--- src/rtl/core/mfe_pkg.sv ---
// Shared types, widths and register codes of the multipole field and force evaluator.
// Used by every module under rtl/core; depends on nothing else.
package mfe_pkg;

  // Port and field widths.
  localparam int POS_W       = 24;
  localparam int VEL_W       = 24;
  localparam int CHARGE_W    = 16;
  localparam int DROP_W      = 4;
  localparam int SCALE_W     = 32;
  localparam int TERMS_W     = 3;
  localparam int COEF_W      = 48;
  localparam int COEF_HALF_W = 24;
  localparam int FIELD_W     = 32;
  localparam int FORCE_W     = 48;

  // Internal number formats.
  localparam int POW_W   = 39;                 // powers of z, Q17.21
  localparam int SUM_W   = 48;                 // unsaturated sum of terms
  localparam int QB_W    = 34;                 // q * B after the Q.14 shift
  localparam int MUL_A_W = POW_W;
  localparam int MUL_B_W = 32;
  localparam int PROD_W  = MUL_A_W + MUL_B_W;
  localparam int ACC_W   = PROD_W + 1;

  localparam int FRAC_SHIFT   = 21;
  localparam int CHARGE_SHIFT = 14;
  localparam int VEL_SHIFT    = 22;

  // Term counting.
  localparam int TERM_W        = 4;
  localparam int MAX_TERMS_DEF = 6;
  localparam int NUM_COEF_REGS = 6;

  // Configuration port and register indexes.
  localparam int CFG_IDX_W  = 4;
  localparam int CFG_DATA_W = 48;
  localparam logic [CFG_IDX_W-1:0] REG_FIELD_SCALE = 4'd0;
  localparam logic [CFG_IDX_W-1:0] REG_TERMS       = 4'd1;
  localparam int                   REG_COEF_0      = 2;

  typedef enum logic [2:0] {
    A_PR, A_PI, A_SR, A_SI, A_BY, A_BX, A_QBY, A_QBX
  } a_sel_t;

  typedef enum logic [3:0] {
    B_CR, B_CI, B_X, B_Y, B_SCALE, B_Q, B_VX, B_VY, B_VZ
  } b_sel_t;

  typedef enum logic [1:0] {
    ACC_LOAD, ACC_LOAD_NEG, ACC_ADD, ACC_SUB
  } acc_mode_t;

  typedef enum logic [3:0] {
    WB_NONE, WB_SR, WB_SI, WB_PR, WB_PI, WB_BY, WB_BX,
    WB_QBY, WB_QBX, WB_FX, WB_FY, WB_FZ
  } wb_t;

  // One step for the shared multiply-accumulate unit.
  typedef struct packed {
    logic      vld;
    a_sel_t    a_sel;
    b_sel_t    b_sel;
    acc_mode_t mode;
    wb_t       wb;
  } uop_t;

  typedef struct packed {
    logic idle;
    logic done;
  } seq_stat_t;

endpackage

--- src/rtl/core/mfe_cfg_regs.sv ---
// Configuration registers: field scale, term count and the coefficient bank.
// Depends on mfe_pkg.
module mfe_cfg_regs #(
  parameter int MAX_TERMS = mfe_pkg::MAX_TERMS_DEF
) (
  input  logic                              clk,
  input  logic                              rst_n,
  input  logic                              cfg_we,
  input  logic [mfe_pkg::CFG_IDX_W-1:0]     cfg_index,
  input  logic [mfe_pkg::CFG_DATA_W-1:0]    cfg_data,
  input  logic [mfe_pkg::TERM_W-1:0]        rd_term,
  output logic [mfe_pkg::COEF_W-1:0]        coef_rd,
  output logic signed [mfe_pkg::SCALE_W-1:0] field_scale,
  output logic [mfe_pkg::TERMS_W-1:0]       terms_in_use
);

  localparam int NCOEF = (MAX_TERMS < mfe_pkg::NUM_COEF_REGS) ? MAX_TERMS
                                                              : mfe_pkg::NUM_COEF_REGS;

  logic signed [mfe_pkg::SCALE_W-1:0] scale_r;
  logic [mfe_pkg::TERMS_W-1:0]        terms_r;
  logic [mfe_pkg::COEF_W-1:0]         coef_r [NCOEF];

  always_ff @(posedge clk) begin
    if (!rst_n) begin
      scale_r <= '0;
      terms_r <= mfe_pkg::TERMS_W'(1);
      for (int i = 0; i < NCOEF; i++) begin
        coef_r[i] <= '0;
      end
    end else if (cfg_we) begin
      if (cfg_index == mfe_pkg::REG_FIELD_SCALE) begin
        scale_r <= cfg_data[mfe_pkg::SCALE_W-1:0];
      end
      if (cfg_index == mfe_pkg::REG_TERMS) begin
        terms_r <= cfg_data[mfe_pkg::TERMS_W-1:0];
      end
      // Coefficient registers without a storage slot are simply dropped.
      for (int i = 0; i < NCOEF; i++) begin
        if (cfg_index == mfe_pkg::CFG_IDX_W'(mfe_pkg::REG_COEF_0 + i)) begin
          coef_r[i] <= cfg_data[mfe_pkg::COEF_W-1:0];
        end
      end
    end
  end

  // Terms beyond the bank read as zero.
  always_comb begin
    coef_rd = '0;
    for (int i = 0; i < NCOEF; i++) begin
      if (rd_term == mfe_pkg::TERM_W'(i)) begin
        coef_rd = coef_r[i];
      end
    end
  end

  assign field_scale  = scale_r;
  assign terms_in_use = terms_r;

endmodule

--- config.mk ---
export PLATFORM = sky130hd
export DESIGN_NAME = mfe_cfg_regs
export DESIGN_NICKNAME = d
export VERILOG_FILES = /design/src/rtl/core/mfe_pkg.sv /design/src/rtl/core/mfe_cfg_regs.sv
export SDC_FILE = /design/constraint.sdc
export NUM_CORES = 1
export LEC_CHECK = 0
export BUFFER_PORTS_ARGS = -buffer_cell sky130_fd_sc_hd__buf_4
export CORE_UTILIZATION = 45
export DETAILED_ROUTE_END_ITERATION = 8
export PLACE_DENSITY = 0.65
export SLEW_MARGIN = 40
export SYNTH_ARGS = -nofsm -noshare
export SYNTH_HDL_FRONTEND = slang
export SYNTH_SLANG_ARGS = --single-unit
export TNS_END_PERCENT = 10
--- constraint.sdc ---
create_clock -name clk -period 9.3 [get_ports clk]
set_input_delay 0.465 -clock clk [delete_from_list [all_inputs] [get_ports clk]]
set_output_delay 0.465 -clock clk [all_outputs]
set_load 0.02 [all_outputs]
==> out/metrics.cfg, run 1 <==
[setup_path]
crit_top_cell = buf_4
path_buf_inv = 4
path_class = input port to output pin
worstRegToRegCells = 2
max_stage_delay_ns = 0.64
cp_top_family = buffers and inverters
crit_chain = buf_4 > buf_4 > buf_4 > nand3b_1 > o21ai_0 > a31oi_1 > o21ai_1 > buf_4
slowest_stage = buf_4
r2r_end = field_scale[1]
arrival_ns = 3.52
worstSetupEndpointType = output pin
rrSetupSlack_ns = 8.59
start_kind = input port
path_max_fanout = 58
critPathRequiredTime_ns = 8.84
timing.rr.start = field_scale[1]

[synthesis]
ys_types = 37
synthArstFlopShare_pct = 0
synth-seq-cells = 323
synth_nets = 1315
synth_ff_type = edfxtp_1
syn_avg_cell_area_um2 = 11.7
synth_cells = 1256
yosysTopAreaCellShare_pct = 58.8
yosysMostFrequentCell = and2_1
synth_area_um2 = 14700
ys.warnings.count = 0
synth-edff-count = 288
yosysSeqAreaShare_pct = 63.6
synthTopCellsByArea = edfxtp_1 59%, and2_1 12%, dfxtp_1 4.8%
synth_top_area_cell = edfxtp_1
synthTopCellsByCount = 289 x and2_1, 288 x edfxtp_1, 126 x nand2_1, 53 x nor2_1, 51 x nand2b_1

[floorplanning]
io-pin-count = 142
rows = 65
dieWidth_um = 183
die-height_um = 183
die-area_um2 = 33400
start_util_pct = 46.1
core_um2 = 31900

[clocking]
cts.repair.resized = 0
post-cts-setup-buffers = 0
cts_tree = yes
clock_latency_ns = 0.50
htree_levels = 2
clk_pin_slew_ns = 0.06
cts_sinks = 323
cts_hold_buffers = 0
cts_buffer_depth = 3
clockRootBuffer = clkbuf_16
cts_buffers = 36

[final_layout]
final_util_pct = 54.0
drive_gt1_share_pct = 19.1
seqCellArea_um2 = 9350
nNetsFinal = 1418
diodes = 0
design_area_um2 = 17200
n_fill_cell = 2808
syn2layout_area_growth_pct = 17.0
multi_input_area_um2 = 4960

[detailed_routing]
drt-initial-drc-count = 789
vias_per_cell = 5.27
ant_nets = 0
drt-total-wl_mm = 35.0
drt-wirelength-per-cell_um = 19.2
num_vias = 9592
route.detailed.drc = 0
drt_first_pass_iters = 4

[power]
power.density_nw_per_um2 = 192
comb_power_share_pct = 7.8
vdd_drop_max_mv = 0.133
pwr-share-clk_pct = 41.5
leakage_nw = 6.25
power.internal_mw = 2.57
p_seq_share_pct = 50.7
power_switching_mw = 0.738
p_sw_share_pct = 22.3

[timing]
setup_tns_ns = 0
post-route-min-period_ns = 3.99
hold_viol_final = 0
rsz0062_at_grt = no
setup_viol = 0
worst_pin_slew_ns = 0.810
finalClockSkew_ns = 0
report.final.slew_viol_count = 0
slew_headroom_pct = 46.0
timing.final.crit_share_pct = 42.9
clock.fmax_mhz = 251

[placement]
place_area_um2 = 16100
dpl.hpwl_mm = 19.3
gp_congestion = 0.738
port_buffers = 141

[global_route]
gr-total-overflow = 0
grt_pass1_vias = 9701
grt_pass1_wl_mm = 54.7
antenna_found_initial = 1
grt_use_total_pct = 21.4
grt_max_degree = 79

[worst_hold_path]
hold-path-cell-count = 3
hold_path_class = input port to flop
hold_path_end = field_scale[24]
min-delay-start = cfg_data[24]

[flow_run]
max_cap_viol_count = 0

[outcome]
status = finished clean

-- logic make-up (layout without fill, tap and decap cells) --
group / count (synthesis) / in the layout / share of synthesized area, %
AO/OA/AOI/OAI: 215 / 215 / 8.58
buffers and inverters: 103 / 232 / 3.56
flip-flops: 323 / 323 / 63.6
multiplexers: 40 / 40 / 3.04
AND/OR/NAND/NOR: 575 / 575 / 21.3
-- placed cells by master (no fill, tap or decap), drive strengths merged, types with 37 or more instances in the layout --
cell type,instances
nand2b,51
nor3,39
edfxtp,288
mux2,37
clkbuf,51
buf,156
a21oi,48
and2,289
o21ai,87
a211oi,37
nand2,126
nor2,54
-- state kept, by name (all words and copies together), names as in the netlist --
signal / flops
field_scale: 32
coef_r: 288
terms_in_use: 3
-- metal layers --
layer | vias to the layer above | track usage, % | routed length (um)
met3 | 41 | 3.24 | 1840
met1 | 4723 | 29.2 | 15700
met5 | - | 0 | 0
met4 | 0 | 5.07 | 549
met2 | 258 | 35.9 | 16900
li1 | 4570 | - | -
-- metrics by stage --
stage	power, mW	instances	setup slack, ns	hold slack [ns]
CTS	3.34	1820	5.35	0.229
finish	3.31	1820	5.31	0.241
floorplan	1.85	1256	4.45	0.532
global route	3.42	1820	5.07	0.240
global placement	1.96	1756	5.34	0.443
detailed placement	1.97	1756	5.36	0.449
-- area by class of cell --
class / instances / share of cell area, %
clock inverters: 13 / 0.698
flip-flops and latches: 323 / 54.3
multi-input cells: 830 / 28.8
well taps: 435 / 3.16
inverters: 12 / 0.262
clock buffers: 51 / 5.93
repair buffers: 156 / 6.81
-- tightest hold or removal path: stages --
cell	delay [ns]
buf_4	0.13
nand2_1	0.05
a21boi_1	0.05
-- power by group through the flow --
stage / sequential (mW) / combinational [mW] / clock [mW]
after global routing: 1.68 / 0.280 / 1.45
after CTS: 1.68 / 0.261 / 1.40
after detailed placement: 1.71 / 0.260 / 0
final: 1.68 / 0.257 / 1.37
after global placement: 1.70 / 0.256 / 0
after floorplan: 1.71 / 0.142 / 0
-- how the worst max path moves through the flow --
stage | from | end | slack [ns] | depth (start not counted)
final | rd_term[0] | coef_rd[15] | 5.31 | 8
after global routing | rd_term[0] | coef_rd[15] | 5.07 | 8
after CTS | rd_term[0] | coef_rd[15] | 5.35 | 8
after detailed placement | rd_term[0] | coef_rd[15] | 5.36 | 8
after global placement | rd_term[0] | coef_rd[15] | 5.34 | 8
after floorplan | cfg_index[3] | coef_r[1][0] | 4.45 | 3
No activity file was read; power rests on OpenSTA's default activity.
==> run 2, diff against run 1 <==
PLACE_DENSITY = 0.68   (was 0.65)
clock period = 3.4 ns   (was 9.3 ns; I/O delays follow)
==> out/metrics.cfg, run 2 (synthesis gave the netlist of run 1 again) <==
[outcome]
status = finished clean

[power]
vdd_drop_max_mv = 0.366
power.density_nw_per_um2 = 507
leakage_nw = 6.50

[final_layout]
final_util_pct = 55.8
most-common-layout-cells = 288 x and2_1, 288 x edfxtp_1, 167 x buf_4
regMostFlops = coef_r
design_area_um2 = 17800
largest_reg_flops = 288
multi_input_area_um2 = 4950
seqCellArea_um2 = 9350
nNetsFinal = 1480
syn2layout_area_growth_pct = 21.0
n_fill_cell = 2686
drive_gt1_share_pct = 18.7

[detailed_routing]
drt-wirelength-per-cell_um = 19.2
ant_nets = 0
drt-initial-drc-count = 657
drt_first_pass_iters = 4
vias_per_cell = 5.30
num_vias = 9997
drt-total-wl_mm = 36.2
route.detailed.drc = 0

[clocking]
cts_buffer_depth = 3
cts_buffers = 36
cts_sinks = 323
cts.repair.resized = 0
clock_latency_ns = 0.50
clk_pin_slew_ns = 0.05
cts_tree = yes
htree_levels = 2
clockRootBuffer = clkbuf_16

[placement]
place_area_um2 = 16200
port_buffers = 141
gp_congestion = 0.755
dpl.hpwl_mm = 21.8

[global_route]
gr-total-overflow = 0
grt_use_total_pct = 22.0
grt_pass1_vias = 9956
antenna_found_initial = 1
grt_max_degree = 88
grt_pass1_wl_mm = 56.1

[timing]
setup_tns_ns = 0
timing.final.crit_share_pct = 70.4
worst_pin_slew_ns = 0.757
post-route-min-period_ns = 2.39
hold_viol_final = 0
slew_headroom_pct = 49.3
setup_viol = 0
clock.fmax_mhz = 418
hold_slack_ns = 0.0592
rsz0062_at_grt = no
finalClockSkew_ns = 0
report.final.slew_viol_count = 0

[floorplanning]
rows = 65
io-pin-count = 142
core_um2 = 31900
dieWidth_um = 183
die-area_um2 = 33400
die-height_um = 183
start_util_pct = 46.1

[setup_path]
path_max_fanout = 50
critPathRequiredTime_ns = 3.23
start_kind = input port
worstSetupEndpointType = output pin
arrival_ns = 2.22
path_class = input port to output pin

[flow_run]
max_cap_viol_count = 0

[worst_hold_path]
hold_path_class = input port to flop

## run 2: cell types whose count changed in the layout (fill, tap and decap cells not counted), sizes merged
cell	change
buf	+15
bufinv	-1
clkbuf	+8
clkinv	-7
clkinvlp	+1
diode	+1
dlygate4sd3	+47
inv	+1
## run 2: cell type report
class | count | share of cell area, %
well taps | 435 | 3.06
inverters | 12 | 0.253
repair buffers | 218 | 10.1
flip-flops and latches | 323 | 52.5
diodes | 1 | 0.0141
clock buffers | 59 | 5.83
clock inverters | 7 | 0.380
multi-input cells | 830 | 27.8
## run 2: repair_timing
item / in CTS / in global routing
endpoints found under the setup margin: 0 / 0
hold endpoints to repair: 256 / 0
buffers inserted: 0 / 0
hold buffers: 47 / 0
## run 2: layer usage
layer  vias to the layer above  GRT usage (%)  share of wire (%)
met2                       319           37.1                 48
li1                       4704              -                  -
met1                      4936           29.6                 44
met3                        38           4.01                6.7
met4                         0           5.20                1.4
met5                         -              0                  0
## run 2: final timing paths
check | startpoint | slack (ns) | end | depth (start not counted)
setup / recovery | rd_term[0] | 1.01 | coef_rd[11] | 6
setup reg to reg | field_scale[31] | 2.71 | field_scale[31] | 2
hold reg to reg | field_scale[7] | 0.45 | field_scale[7] | 2
hold / removal | cfg_data[1] | 0.06 | terms_in_use[1] | 3
## run 2: power breakdown
part	switching (mW)	internal [mW]	leakage, nW
Clock	1.50	2.17	0.530
Combinational	0.474	0.299	2.93
Sequential	0.0548	4.53	3.04
Total	2.03	7.00	6.50
## run 2: critical path, cell delays in order
cell and delay [ns]:
buf_4 0.27, or4b_4 0.95, o21ai_0 0.19, a31oi_1 0.07, o21ai_1 0.31, buf_4 0.21
## run 2: stage by stage
stage	setup slack [ns]	total power, mW	std cells
3_3_place_gp	1.06	5.38	1769
6_report	1.01	9.03	1885
2_1_floorplan	-1.14	5.07	1256
4_1_cts	1.07	9.09	1884
3_5_place_dp	1.08	5.40	1771
5_1_grt	0.799	9.33	1885
