==> config.mk <==
export PLATFORM = sky130hd
export DESIGN_NAME = mfe_seq
export DESIGN_NICKNAME = d
export VERILOG_FILES = /design/src/rtl/core/mfe_pkg.sv /design/src/rtl/core/mfe_seq.sv
export SDC_FILE = /design/constraint.sdc
export NUM_CORES = 1
export LEC_CHECK = 0
export BUFFER_PORTS_ARGS = -buffer_cell sky130_fd_sc_hd__buf_4
export CAP_MARGIN = 30
export CORE_ASPECT_RATIO = 0.6
export CORE_UTILIZATION = 59
export DETAILED_ROUTE_END_ITERATION = 7
export PLACE_DENSITY = 0.95
export SYNTH_ARGS = -nofsm -noshare
export SYNTH_HDL_FRONTEND = slang
export SYNTH_SLANG_ARGS = --single-unit
==> constraint.sdc <==
create_clock -name clk -period 3 [get_ports clk]
set_clock_uncertainty 0.15 [all_clocks]
set_input_delay 0.45 -clock clk [delete_from_list [all_inputs] [get_ports clk]]
set_output_delay 0.45 -clock clk [all_outputs]
set_load 0.005 [all_outputs]
==> src/rtl/core/mfe_pkg.sv <==
// Shared types, widths and register codes of the multipole field and force evaluator.
// Used by every module under rtl/core; depends on nothing else.
package mfe_pkg;

  // Port and field widths.
  localparam int POS_W       = 24;
  localparam int VEL_W       = 24;
  localparam int CHARGE_W    = 16;
  localparam int DROP_W      = 4;
  localparam int SCALE_W     = 32;
  localparam int TERMS_W     = 3;
  localparam int COEF_W      = 48;
  localparam int COEF_HALF_W = 24;
  localparam int FIELD_W     = 32;
  localparam int FORCE_W     = 48;

  // Internal number formats.
  localparam int POW_W   = 39;                 // powers of z, Q17.21
  localparam int SUM_W   = 48;                 // unsaturated sum of terms
  localparam int QB_W    = 34;                 // q * B after the Q.14 shift
  localparam int MUL_A_W = POW_W;
  localparam int MUL_B_W = 32;
  localparam int PROD_W  = MUL_A_W + MUL_B_W;
  localparam int ACC_W   = PROD_W + 1;

  localparam int FRAC_SHIFT   = 21;
  localparam int CHARGE_SHIFT = 14;
  localparam int VEL_SHIFT    = 22;

  // Term counting.
  localparam int TERM_W        = 4;
  localparam int MAX_TERMS_DEF = 6;
  localparam int NUM_COEF_REGS = 6;

  // Configuration port and register indexes.
  localparam int CFG_IDX_W  = 4;
  localparam int CFG_DATA_W = 48;
  localparam logic [CFG_IDX_W-1:0] REG_FIELD_SCALE = 4'd0;
  localparam logic [CFG_IDX_W-1:0] REG_TERMS       = 4'd1;
  localparam int                   REG_COEF_0      = 2;

  typedef enum logic [2:0] {
    A_PR, A_PI, A_SR, A_SI, A_BY, A_BX, A_QBY, A_QBX
  } a_sel_t;

  typedef enum logic [3:0] {
    B_CR, B_CI, B_X, B_Y, B_SCALE, B_Q, B_VX, B_VY, B_VZ
  } b_sel_t;

  typedef enum logic [1:0] {
    ACC_LOAD, ACC_LOAD_NEG, ACC_ADD, ACC_SUB
  } acc_mode_t;

  typedef enum logic [3:0] {
    WB_NONE, WB_SR, WB_SI, WB_PR, WB_PI, WB_BY, WB_BX,
    WB_QBY, WB_QBX, WB_FX, WB_FY, WB_FZ
  } wb_t;

  // One step for the shared multiply-accumulate unit.
  typedef struct packed {
    logic      vld;
    a_sel_t    a_sel;
    b_sel_t    b_sel;
    acc_mode_t mode;
    wb_t       wb;
  } uop_t;

  typedef struct packed {
    logic idle;
    logic done;
  } seq_stat_t;

endpackage

==> src/rtl/core/mfe_seq.sv <==
// Step sequencer for the shared multiply-accumulate unit: per-term steps, then the
// field scaling and force steps. Depends on mfe_pkg.
module mfe_seq #(
  parameter int MAX_TERMS = mfe_pkg::MAX_TERMS_DEF
) (
  input  logic                          clk,
  input  logic                          rst_n,
  input  logic                          accept,
  input  logic [mfe_pkg::DROP_W-1:0]    drop_through,
  input  logic [mfe_pkg::TERMS_W-1:0]   terms_in_use,
  input  logic                          out_free,
  output mfe_pkg::uop_t                 uop,
  output logic [mfe_pkg::TERM_W-1:0]    term_idx,
  output mfe_pkg::seq_stat_t            stat
);

  typedef enum logic [1:0] {S_IDLE, S_TERM, S_TAIL, S_DONE} state_t;

  // Steps of one term. The two bubbles at the end let the new power settle.
  localparam logic [3:0] ST_SR_A   = 4'd0;
  localparam logic [3:0] ST_SR_B   = 4'd1;
  localparam logic [3:0] ST_SI_A   = 4'd2;
  localparam logic [3:0] ST_SI_B   = 4'd3;
  localparam logic [3:0] ST_PR_A   = 4'd4;
  localparam logic [3:0] ST_PR_B   = 4'd5;
  localparam logic [3:0] ST_PI_A   = 4'd6;
  localparam logic [3:0] ST_PI_B   = 4'd7;
  localparam logic [3:0] ST_END    = 4'd9;
  // Steps after the last term.
  localparam logic [3:0] TL_BY     = 4'd0;
  localparam logic [3:0] TL_BX     = 4'd1;
  localparam logic [3:0] TL_QBY    = 4'd3;
  localparam logic [3:0] TL_QBX    = 4'd4;
  localparam logic [3:0] TL_FX     = 4'd6;
  localparam logic [3:0] TL_FY     = 4'd7;
  localparam logic [3:0] TL_FZ_A   = 4'd8;
  localparam logic [3:0] TL_FZ_B   = 4'd9;
  localparam logic [3:0] TL_END    = 4'd11;

  state_t                      state_r;
  logic [3:0]                  step_r;
  logic [mfe_pkg::TERM_W-1:0]  n_r;
  logic [mfe_pkg::TERM_W-1:0]  start_r;
  logic [mfe_pkg::TERM_W-1:0]  terms_r;
  logic [mfe_pkg::TERM_W-1:0]  start_nxt;
  logic [mfe_pkg::TERM_W-1:0]  terms_eff;
  logic                        drop_low;
  logic                        term_on;

  // Drop values below minus one behave as minus one.
  assign drop_low  = drop_through[mfe_pkg::DROP_W-1] && (drop_through != '1);
  assign start_nxt = drop_low ? '0 :
                     mfe_pkg::TERM_W'(drop_through) + mfe_pkg::TERM_W'(1);
  assign terms_eff = (mfe_pkg::TERM_W'(terms_in_use) > mfe_pkg::TERM_W'(MAX_TERMS)) ?
                     mfe_pkg::TERM_W'(MAX_TERMS) : mfe_pkg::TERM_W'(terms_in_use);
  assign term_on   = (n_r >= start_r);

  always_ff @(posedge clk) begin
    if (!rst_n) begin
      state_r <= S_IDLE;
      step_r  <= '0;
      n_r     <= '0;
      start_r <= '0;
      terms_r <= '0;
    end else begin
      case (state_r)
        S_IDLE: begin
          if (accept) begin
            start_r <= start_nxt;
            terms_r <= terms_eff;
            n_r     <= '0;
            step_r  <= '0;
            state_r <= (terms_eff == '0) ? S_TAIL : S_TERM;
          end
        end
        S_TERM: begin
          if (step_r == ST_END) begin
            step_r <= '0;
            if (n_r == terms_r - mfe_pkg::TERM_W'(1)) begin
              state_r <= S_TAIL;
            end else begin
              n_r <= n_r + mfe_pkg::TERM_W'(1);
            end
          end else begin
            step_r <= step_r + 4'd1;
          end
        end
        S_TAIL: begin
          if (step_r == TL_END) begin
            step_r  <= '0;
            state_r <= S_DONE;
          end else begin
            step_r <= step_r + 4'd1;
          end
        end
        S_DONE: begin
          if (out_free) begin
            state_r <= S_IDLE;
          end
        end
        default: begin
          state_r <= S_IDLE;
        end
      endcase
    end
  end

  always_comb begin
    uop = '{vld: 1'b0, a_sel: mfe_pkg::A_PR, b_sel: mfe_pkg::B_CR,
            mode: mfe_pkg::ACC_LOAD, wb: mfe_pkg::WB_NONE};
    if (state_r == S_TERM) begin
      case (step_r)
        ST_SR_A: uop = '{1'b1, mfe_pkg::A_PR, mfe_pkg::B_CR, mfe_pkg::ACC_LOAD,
                         mfe_pkg::WB_NONE};
        ST_SR_B: uop = '{1'b1, mfe_pkg::A_PI, mfe_pkg::B_CI, mfe_pkg::ACC_SUB,
                         term_on ? mfe_pkg::WB_SR : mfe_pkg::WB_NONE};
        ST_SI_A: uop = '{1'b1, mfe_pkg::A_PI, mfe_pkg::B_CR, mfe_pkg::ACC_LOAD,
                         mfe_pkg::WB_NONE};
        ST_SI_B: uop = '{1'b1, mfe_pkg::A_PR, mfe_pkg::B_CI, mfe_pkg::ACC_ADD,
                         term_on ? mfe_pkg::WB_SI : mfe_pkg::WB_NONE};
        ST_PR_A: uop = '{1'b1, mfe_pkg::A_PR, mfe_pkg::B_X, mfe_pkg::ACC_LOAD,
                         mfe_pkg::WB_NONE};
        ST_PR_B: uop = '{1'b1, mfe_pkg::A_PI, mfe_pkg::B_Y, mfe_pkg::ACC_SUB,
                         mfe_pkg::WB_PR};
        ST_PI_A: uop = '{1'b1, mfe_pkg::A_PR, mfe_pkg::B_Y, mfe_pkg::ACC_LOAD,
                         mfe_pkg::WB_NONE};
        ST_PI_B: uop = '{1'b1, mfe_pkg::A_PI, mfe_pkg::B_X, mfe_pkg::ACC_ADD,
                         mfe_pkg::WB_PI};
        default: ;
      endcase
    end else if (state_r == S_TAIL) begin
      case (step_r)
        TL_BY:   uop = '{1'b1, mfe_pkg::A_SR, mfe_pkg::B_SCALE, mfe_pkg::ACC_LOAD,
                         mfe_pkg::WB_BY};
        TL_BX:   uop = '{1'b1, mfe_pkg::A_SI, mfe_pkg::B_SCALE, mfe_pkg::ACC_LOAD,
                         mfe_pkg::WB_BX};
        TL_QBY:  uop = '{1'b1, mfe_pkg::A_BY, mfe_pkg::B_Q, mfe_pkg::ACC_LOAD,
                         mfe_pkg::WB_QBY};
        TL_QBX:  uop = '{1'b1, mfe_pkg::A_BX, mfe_pkg::B_Q, mfe_pkg::ACC_LOAD,
                         mfe_pkg::WB_QBX};
        TL_FX:   uop = '{1'b1, mfe_pkg::A_QBY, mfe_pkg::B_VZ, mfe_pkg::ACC_LOAD_NEG,
                         mfe_pkg::WB_FX};
        TL_FY:   uop = '{1'b1, mfe_pkg::A_QBX, mfe_pkg::B_VZ, mfe_pkg::ACC_LOAD,
                         mfe_pkg::WB_FY};
        TL_FZ_A: uop = '{1'b1, mfe_pkg::A_QBY, mfe_pkg::B_VX, mfe_pkg::ACC_LOAD,
                         mfe_pkg::WB_NONE};
        TL_FZ_B: uop = '{1'b1, mfe_pkg::A_QBX, mfe_pkg::B_VY, mfe_pkg::ACC_SUB,
                         mfe_pkg::WB_FZ};
        default: ;
      endcase
    end
  end

  assign term_idx  = n_r;
  assign stat.idle = (state_r == S_IDLE);
  assign stat.done = (state_r == S_DONE);

endmodule

==> run summary, run 1 <==
status -> completed
proportion of layout cells with a drive suffix above 1 -> 18.5%
HP Class -> input pin to flop
Syn Std Cell Area -> 0.00154 mm^2
largest family of logic cells by synthesized area -> compound AO/OA/AOI/OAI gates
die height -> 41.5 um
Rows -> 13
non-filler cells in the finished layout -> 263
Net Sw Power -> 0.567 mW
# nets final -> 262
worst setup margin -> 0.144 ns
Final setup viols -> 0
Cells after Synth -> 208
Synth top area share -> 22.1%
GP Congestion -> 0.953
most frequent cell after synthesis -> nor2_1
CTS Hold Bufs -> 0
dpl cell area -> 0.00176 mm^2
Power Internal -> 0.655 mW
Clock Tree Buf Depth -> 2
Mapped Nets -> 236
maxcap violations -> 0
IO Pins -> 31
total power -> 1.22 mW
GRT overflow -> 0
kind of critical path -> flop to primary output
GRT Total Usage -> 30.3%
combinational share of power -> 61.8%
Post-synth top cells -> nor2_1, nand2_1, a21oi_1, dfxtp_1, ha_1
Static Leakage -> 0.792 nW
IR drop worst, VDD -> 527 uV
Clk pwr share -> 14.0%
Final Max Slew Viols -> 0
Synth cell types -> 44
crit-path leading delay family -> simple AND/OR/NAND/NOR gates
clk sinks -> 17
mux contribution to synthesized area -> 0.733%
Slew HR -> 57.7%
die area -> 0.00282 mm^2
worst-path maximum fanout -> 10
Slowest cell on crit path -> dfxtp_1
WP data arrival -> 2.26 ns
Vias -> 1585
Yosys top cell by area -> dfxtp_1
CP Cell Sequence -> inv_1 > ha_1 > inv_1 > nand2_1 > or3_1 > o21ai_0 > buf_4
Die W -> 67.9 um
worst slew pin tran -> 0.634 ns
Synth Register Bits -> 17
Synth area leaders -> dfxtp_1, ha_1, a21oi_1
Synth Warn # -> 0
worst path buffer plus inverter count -> 3
Synth Area in Adders -> 13.8%
antenna violations before repair -> 0
sequential power share -> 24.2%
Crit path top cell by count -> inv_1
FFs w/ async S/R, synth -> 0%
PwrDens -> 672 mW/mm^2
Skew-Pair Late Insertion Delay -> 0.25 ns
# fillers -> 147
Post-synth EDFFs -> 0
Seq/Total Area, Yosys -> 22.1%
Multi-input gate area -> 0.00110 mm^2
Final period util -> 95.2%
clk root buf -> clkbuf_8
Synth Area in Simple Gates -> 25.4%
Final min period -> 2.86 ns
CTS tree -> done
Switching Share -> 46.4%
# diodes -> 0
vias in the first global route -> 1418
Final Cell Area -> 0.00182 mm^2
detailed-route DRC error count -> 0
WL/cell -> 14.6 um
pre-CTS setup slack -> 0.485 ns
dpl cells -> 259
Final HPWL DP -> 2830 um
Final Hold Slack -> 0.320 ns
area grow syn2layout -> 18.2%
compound-gate portion of the synthesized area -> 27.2%
ys flop type -> dfxtp_1
global-route wire length before repair -> 6460 um
clock edge transition at the registers on the reported setup and hold paths -> 0.06 ns
element type at the critical path start -> flop
pin count of the biggest net entering global routing -> 20
xor/xnor share of the synthesized area -> 3.99%
vias per cell -> 6.03
Initial Utilization -> 66.5%
FF+latch area -> 340 um^2
Core Area -> 0.00231 mm^2
router iterations before antenna repair -> 4
final wirelength -> 3830 um
H-tree Lvls -> 1
max incr delay on CP -> 0.42 ns
Max Fclk -> 350 MHz
Crit. End Element -> primary output
Port Buffers -> 30
Final Util -> 78.7%
Setup TNS -> 0 ns
Final Hold Vio Count -> 0
worst endpoint required time -> 2.40 ns
CTS buffer count -> 3
Antenna Nets Post-Route -> 0
starting DRC count in detailed routing -> 155
Avg Inst Size Synth -> 7.39 um^2
==> logic make-up (layout without fill, tap and decap cells) <==
group,Yosys count,in the layout
simple gates,79,79
compound gates,61,61
buf+inv,26,51
fa+ha+maj,17,17
flops,17,17
xor+xnor,7,7
mux,1,1
==> placed cells by master, fill, tap and decap left out, types with 2 or more instances in the layout <==
cell type  count
dfxtp_1       17
o31ai_1        2
o211ai_1       3
a21oi_1       17
clkbuf_8       3
xnor2_1        4
ha_1          17
a22oi_1        2
buf_4         31
nor2b_1        8
a211oi_1       2
xor2_1         3
nand2b_1       3
or3_1          4
nor3_1         5
nand2_1       20
o21ai_0       16
o21a_1         3
nor2_1        21
inv_1         16
o21ai_1        2
nand3_1       10
nand4_1        3
==> worst paths after layout <==
check	startpoint	endpoint	slack, ns	cells past startpoint
setup / recovery	state_r[1]	uop[11]	0.14	7
hold / removal	terms_in_use[2]	terms_r[2]	0.32	3
setup reg to reg	state_r[1]	state_r[1]	0.64	7
hold reg to reg	terms_r[2]	terms_r[2]	0.33	2
==> area by class of cell <==
class / instances / share of cell area (%)
inverters: 16 / 3.31
multi-input cells: 165 / 60.6
flip-flops and latches: 17 / 18.7
well taps: 30 / 2.07
repair buffers: 31 / 12.8
clock buffers: 4 / 2.48
==> metal layers <==
layer	vias up	wire [um]	global-route usage [%]	share of wire, %
met4	0	29	8.75	0.76
li1	780	-	-	-
met1	728	1850	44.0	48
met5	-	0	0	0
met2	72	1650	44.2	43
met3	5	303	6.87	7.9
==> worst register-to-register path: stages, from the launching register on <==
cell and delay (ns):
dfxtp_1 0.42, inv_1 0.12, ha_1 0.38, inv_1 0.25
o221ai_1 0.19, nor3_1 0.39, a21oi_1 0.13, a311oi_1 0.25
==> state kept, by name, indices dropped and copies added, names as in the netlist <==
signal,cells
start_r,4
state_r,2
step_r,4
term_idx,4
terms_r,3
==> power by group through the flow <==
stage	Combinational (mW)	Sequential (mW)	Clock, mW
finish	0.755	0.296	0.171
global route	0.836	0.301	0.183
CTS	0.736	0.295	0.173
detailed placement	0.721	0.299	0
global placement	0.708	0.297	0
floorplan	0.519	0.290	0
==> repair_timing <==
action,CTS,global route
setup buffers,0,0
gates resized for setup,0,1
setup endpoints to repair,0,1
Note: power is estimated with default switching activity, not from simulation.
==> inputs of run 2 (changes only) <==
CORE_UTILIZATION = 35   (was 59)
PLACE_DENSITY = 0.58   (was 0.95)
==> run 2 against run 1 <==
Clock-buffer cell count did not move. Hold slack worse by 0.00062 ns. Die area grew 66%. First-iteration DRC count down 58%. Core utilization fell by 34 points. Combinational power decreased by 2%. Critical path type unchanged. Register-to-register slack better by 0.02 ns.
==> run summary, run 2 (synthesis results as in run 1) <==
# diodes -> 0
proportion of layout cells with a drive suffix above 1 -> 18.8%
GRT Total Usage -> 16.6%
RSZ-0062 raised after global routing -> no
CTS Hold Bufs -> 0
Clock Tree Buf Depth -> 2
most common cell after layout, fill and taps aside -> buf_4
Die W -> 87.5 um
Net Sw Power -> 0.547 mW
Skew-Pair Late Insertion Delay -> 0.25 ns
Setup TNS -> 0 ns
Core Area -> 0.00417 mm^2
final wirelength -> 3640 um
Final setup viols -> 0
Post-CTS Setup Inserts -> 0
global-route wire length before repair -> 5960 um
HP Class -> flop to flop
worst-path maximum fanout -> 10
Static Leakage -> 0.797 nW
total power -> 1.20 mW
Final min period -> 2.78 ns
Final Util -> 44.7%
Antenna Nets Post-Route -> 0
Max Fclk -> 359 MHz
Final HPWL DP -> 2900 um
kind of critical path -> flop to primary output
IO Pins -> 31
H-tree Lvls -> 1
IR drop worst, VDD -> 406 uV
router iterations before antenna repair -> 4
PwrDens -> 646 mW/mm^2
combinational share of power -> 61.8%
starting DRC count in detailed routing -> 65
pin count of the biggest net entering global routing -> 20
# nets final -> 263
WP data arrival -> 2.18 ns
Final Max Slew Viols -> 0
Crit. End Element -> primary output
WL/cell -> 12.4 um
GP Congestion -> 0.833
vias per cell -> 5.07
Initial Utilization -> 36.9%
die height -> 53.3 um
worst slew pin tran -> 0.627 ns
element type at the critical path start -> flop
Rows -> 18
clock edge transition at the registers on the reported setup and hold paths -> 0.07 ns
most frequent cells in the layout -> buf_4, nor2_1, nand2_1
Final Hold Vio Count -> 0
Reg2Reg Setup Slack -> 0.66 ns
vias in the first global route -> 1267
sequential power share -> 24.0%
Vias -> 1491
non-filler cells in the finished layout -> 294
Clk pwr share -> 14.2%
status -> completed
Power Internal -> 0.656 mW
die area -> 0.00467 mm^2
CTS tree -> done
Final period util -> 92.8%
CTS buffer count -> 3
clk sinks -> 17
Slew HR -> 58.2%
clk root buf -> clkbuf_8
Port Buffers -> 30
detailed-route DRC error count -> 0
Switching Share -> 45.5%
antenna violations before repair -> 0
dpl cells -> 290
GRT overflow -> 0
worst endpoint required time -> 2.40 ns
maxcap violations -> 0
area grow syn2layout -> 21.2%
-- run 2: changes by cell type in the layout (fill, tap and decap cells not counted) --
| cell | change |
|---|---|
| buf_4 | +1 |
-- run 2: path summary, 6_finish.rpt --
path,from,end,cells after the start
max,state_r[1],uop[11],7
min,start_r[3],start_r[3],2
max reg2reg,state_r[1],state_r[1],7
min reg2reg,start_r[3],start_r[3],2
-- run 2: metrics by stage --
step	worst slack [ns]	cell area [um^2]	hold WS, ns
floorplan	0.772	1540	0.286
global placement	0.459	1810	0.302
detailed placement	0.425	1810	0.309
CTS	0.125	1850	0.316
global route	0.0251	1860	0.329
finish	0.217	1860	0.319
-- run 2: layer usage --
metal,vias up,GRT usage (%),part of all wire (%)
li1,780,-,-
met1,683,25.1,57
met2,28,22.8,38
met3,0,5.46,4.6
met4,0,1.64,0
met5,-,0,0
-- run 2: timing repair --
action / CTS / global route
endpoints found under the hold margin: 0 / 0
endpoints found under the setup margin: 0 / 3
resized for setup: 0 / 1
-- run 2: worst max-delay path, cell delays in order (launching register included) --
cell and delay (ns):
dfxtp_1 0.40, inv_1 0.10, ha_1 0.37, inv_1 0.24, nand2_1 0.22, or3_1 0.39
o21ai_0 0.08, buf_4 0.13
-- run 2: power by group through the flow --
stage	clock network, mW	registers [mW]	logic, mW
2_1_floorplan	0	0.290	0.519
3_3_place_gp	0	0.295	0.740
3_5_place_dp	0	0.295	0.739
4_1_cts	0.178	0.289	0.743
5_1_grt	0.186	0.293	0.839
6_report	0.171	0.289	0.743
-- run 2: area by class of cell --
| class | count | area, um^2 |
|---|---|---|
| well taps | 60 | 75.1 |
| repair buffers | 32 | 240 |
| fillers | 456 | 2300 |
| clock buffers | 4 | 45.0 |
| flip-flops and latches | 17 | 340 |
| multi-input cells | 165 | 1100 |
| inverters | 16 | 60.1 |
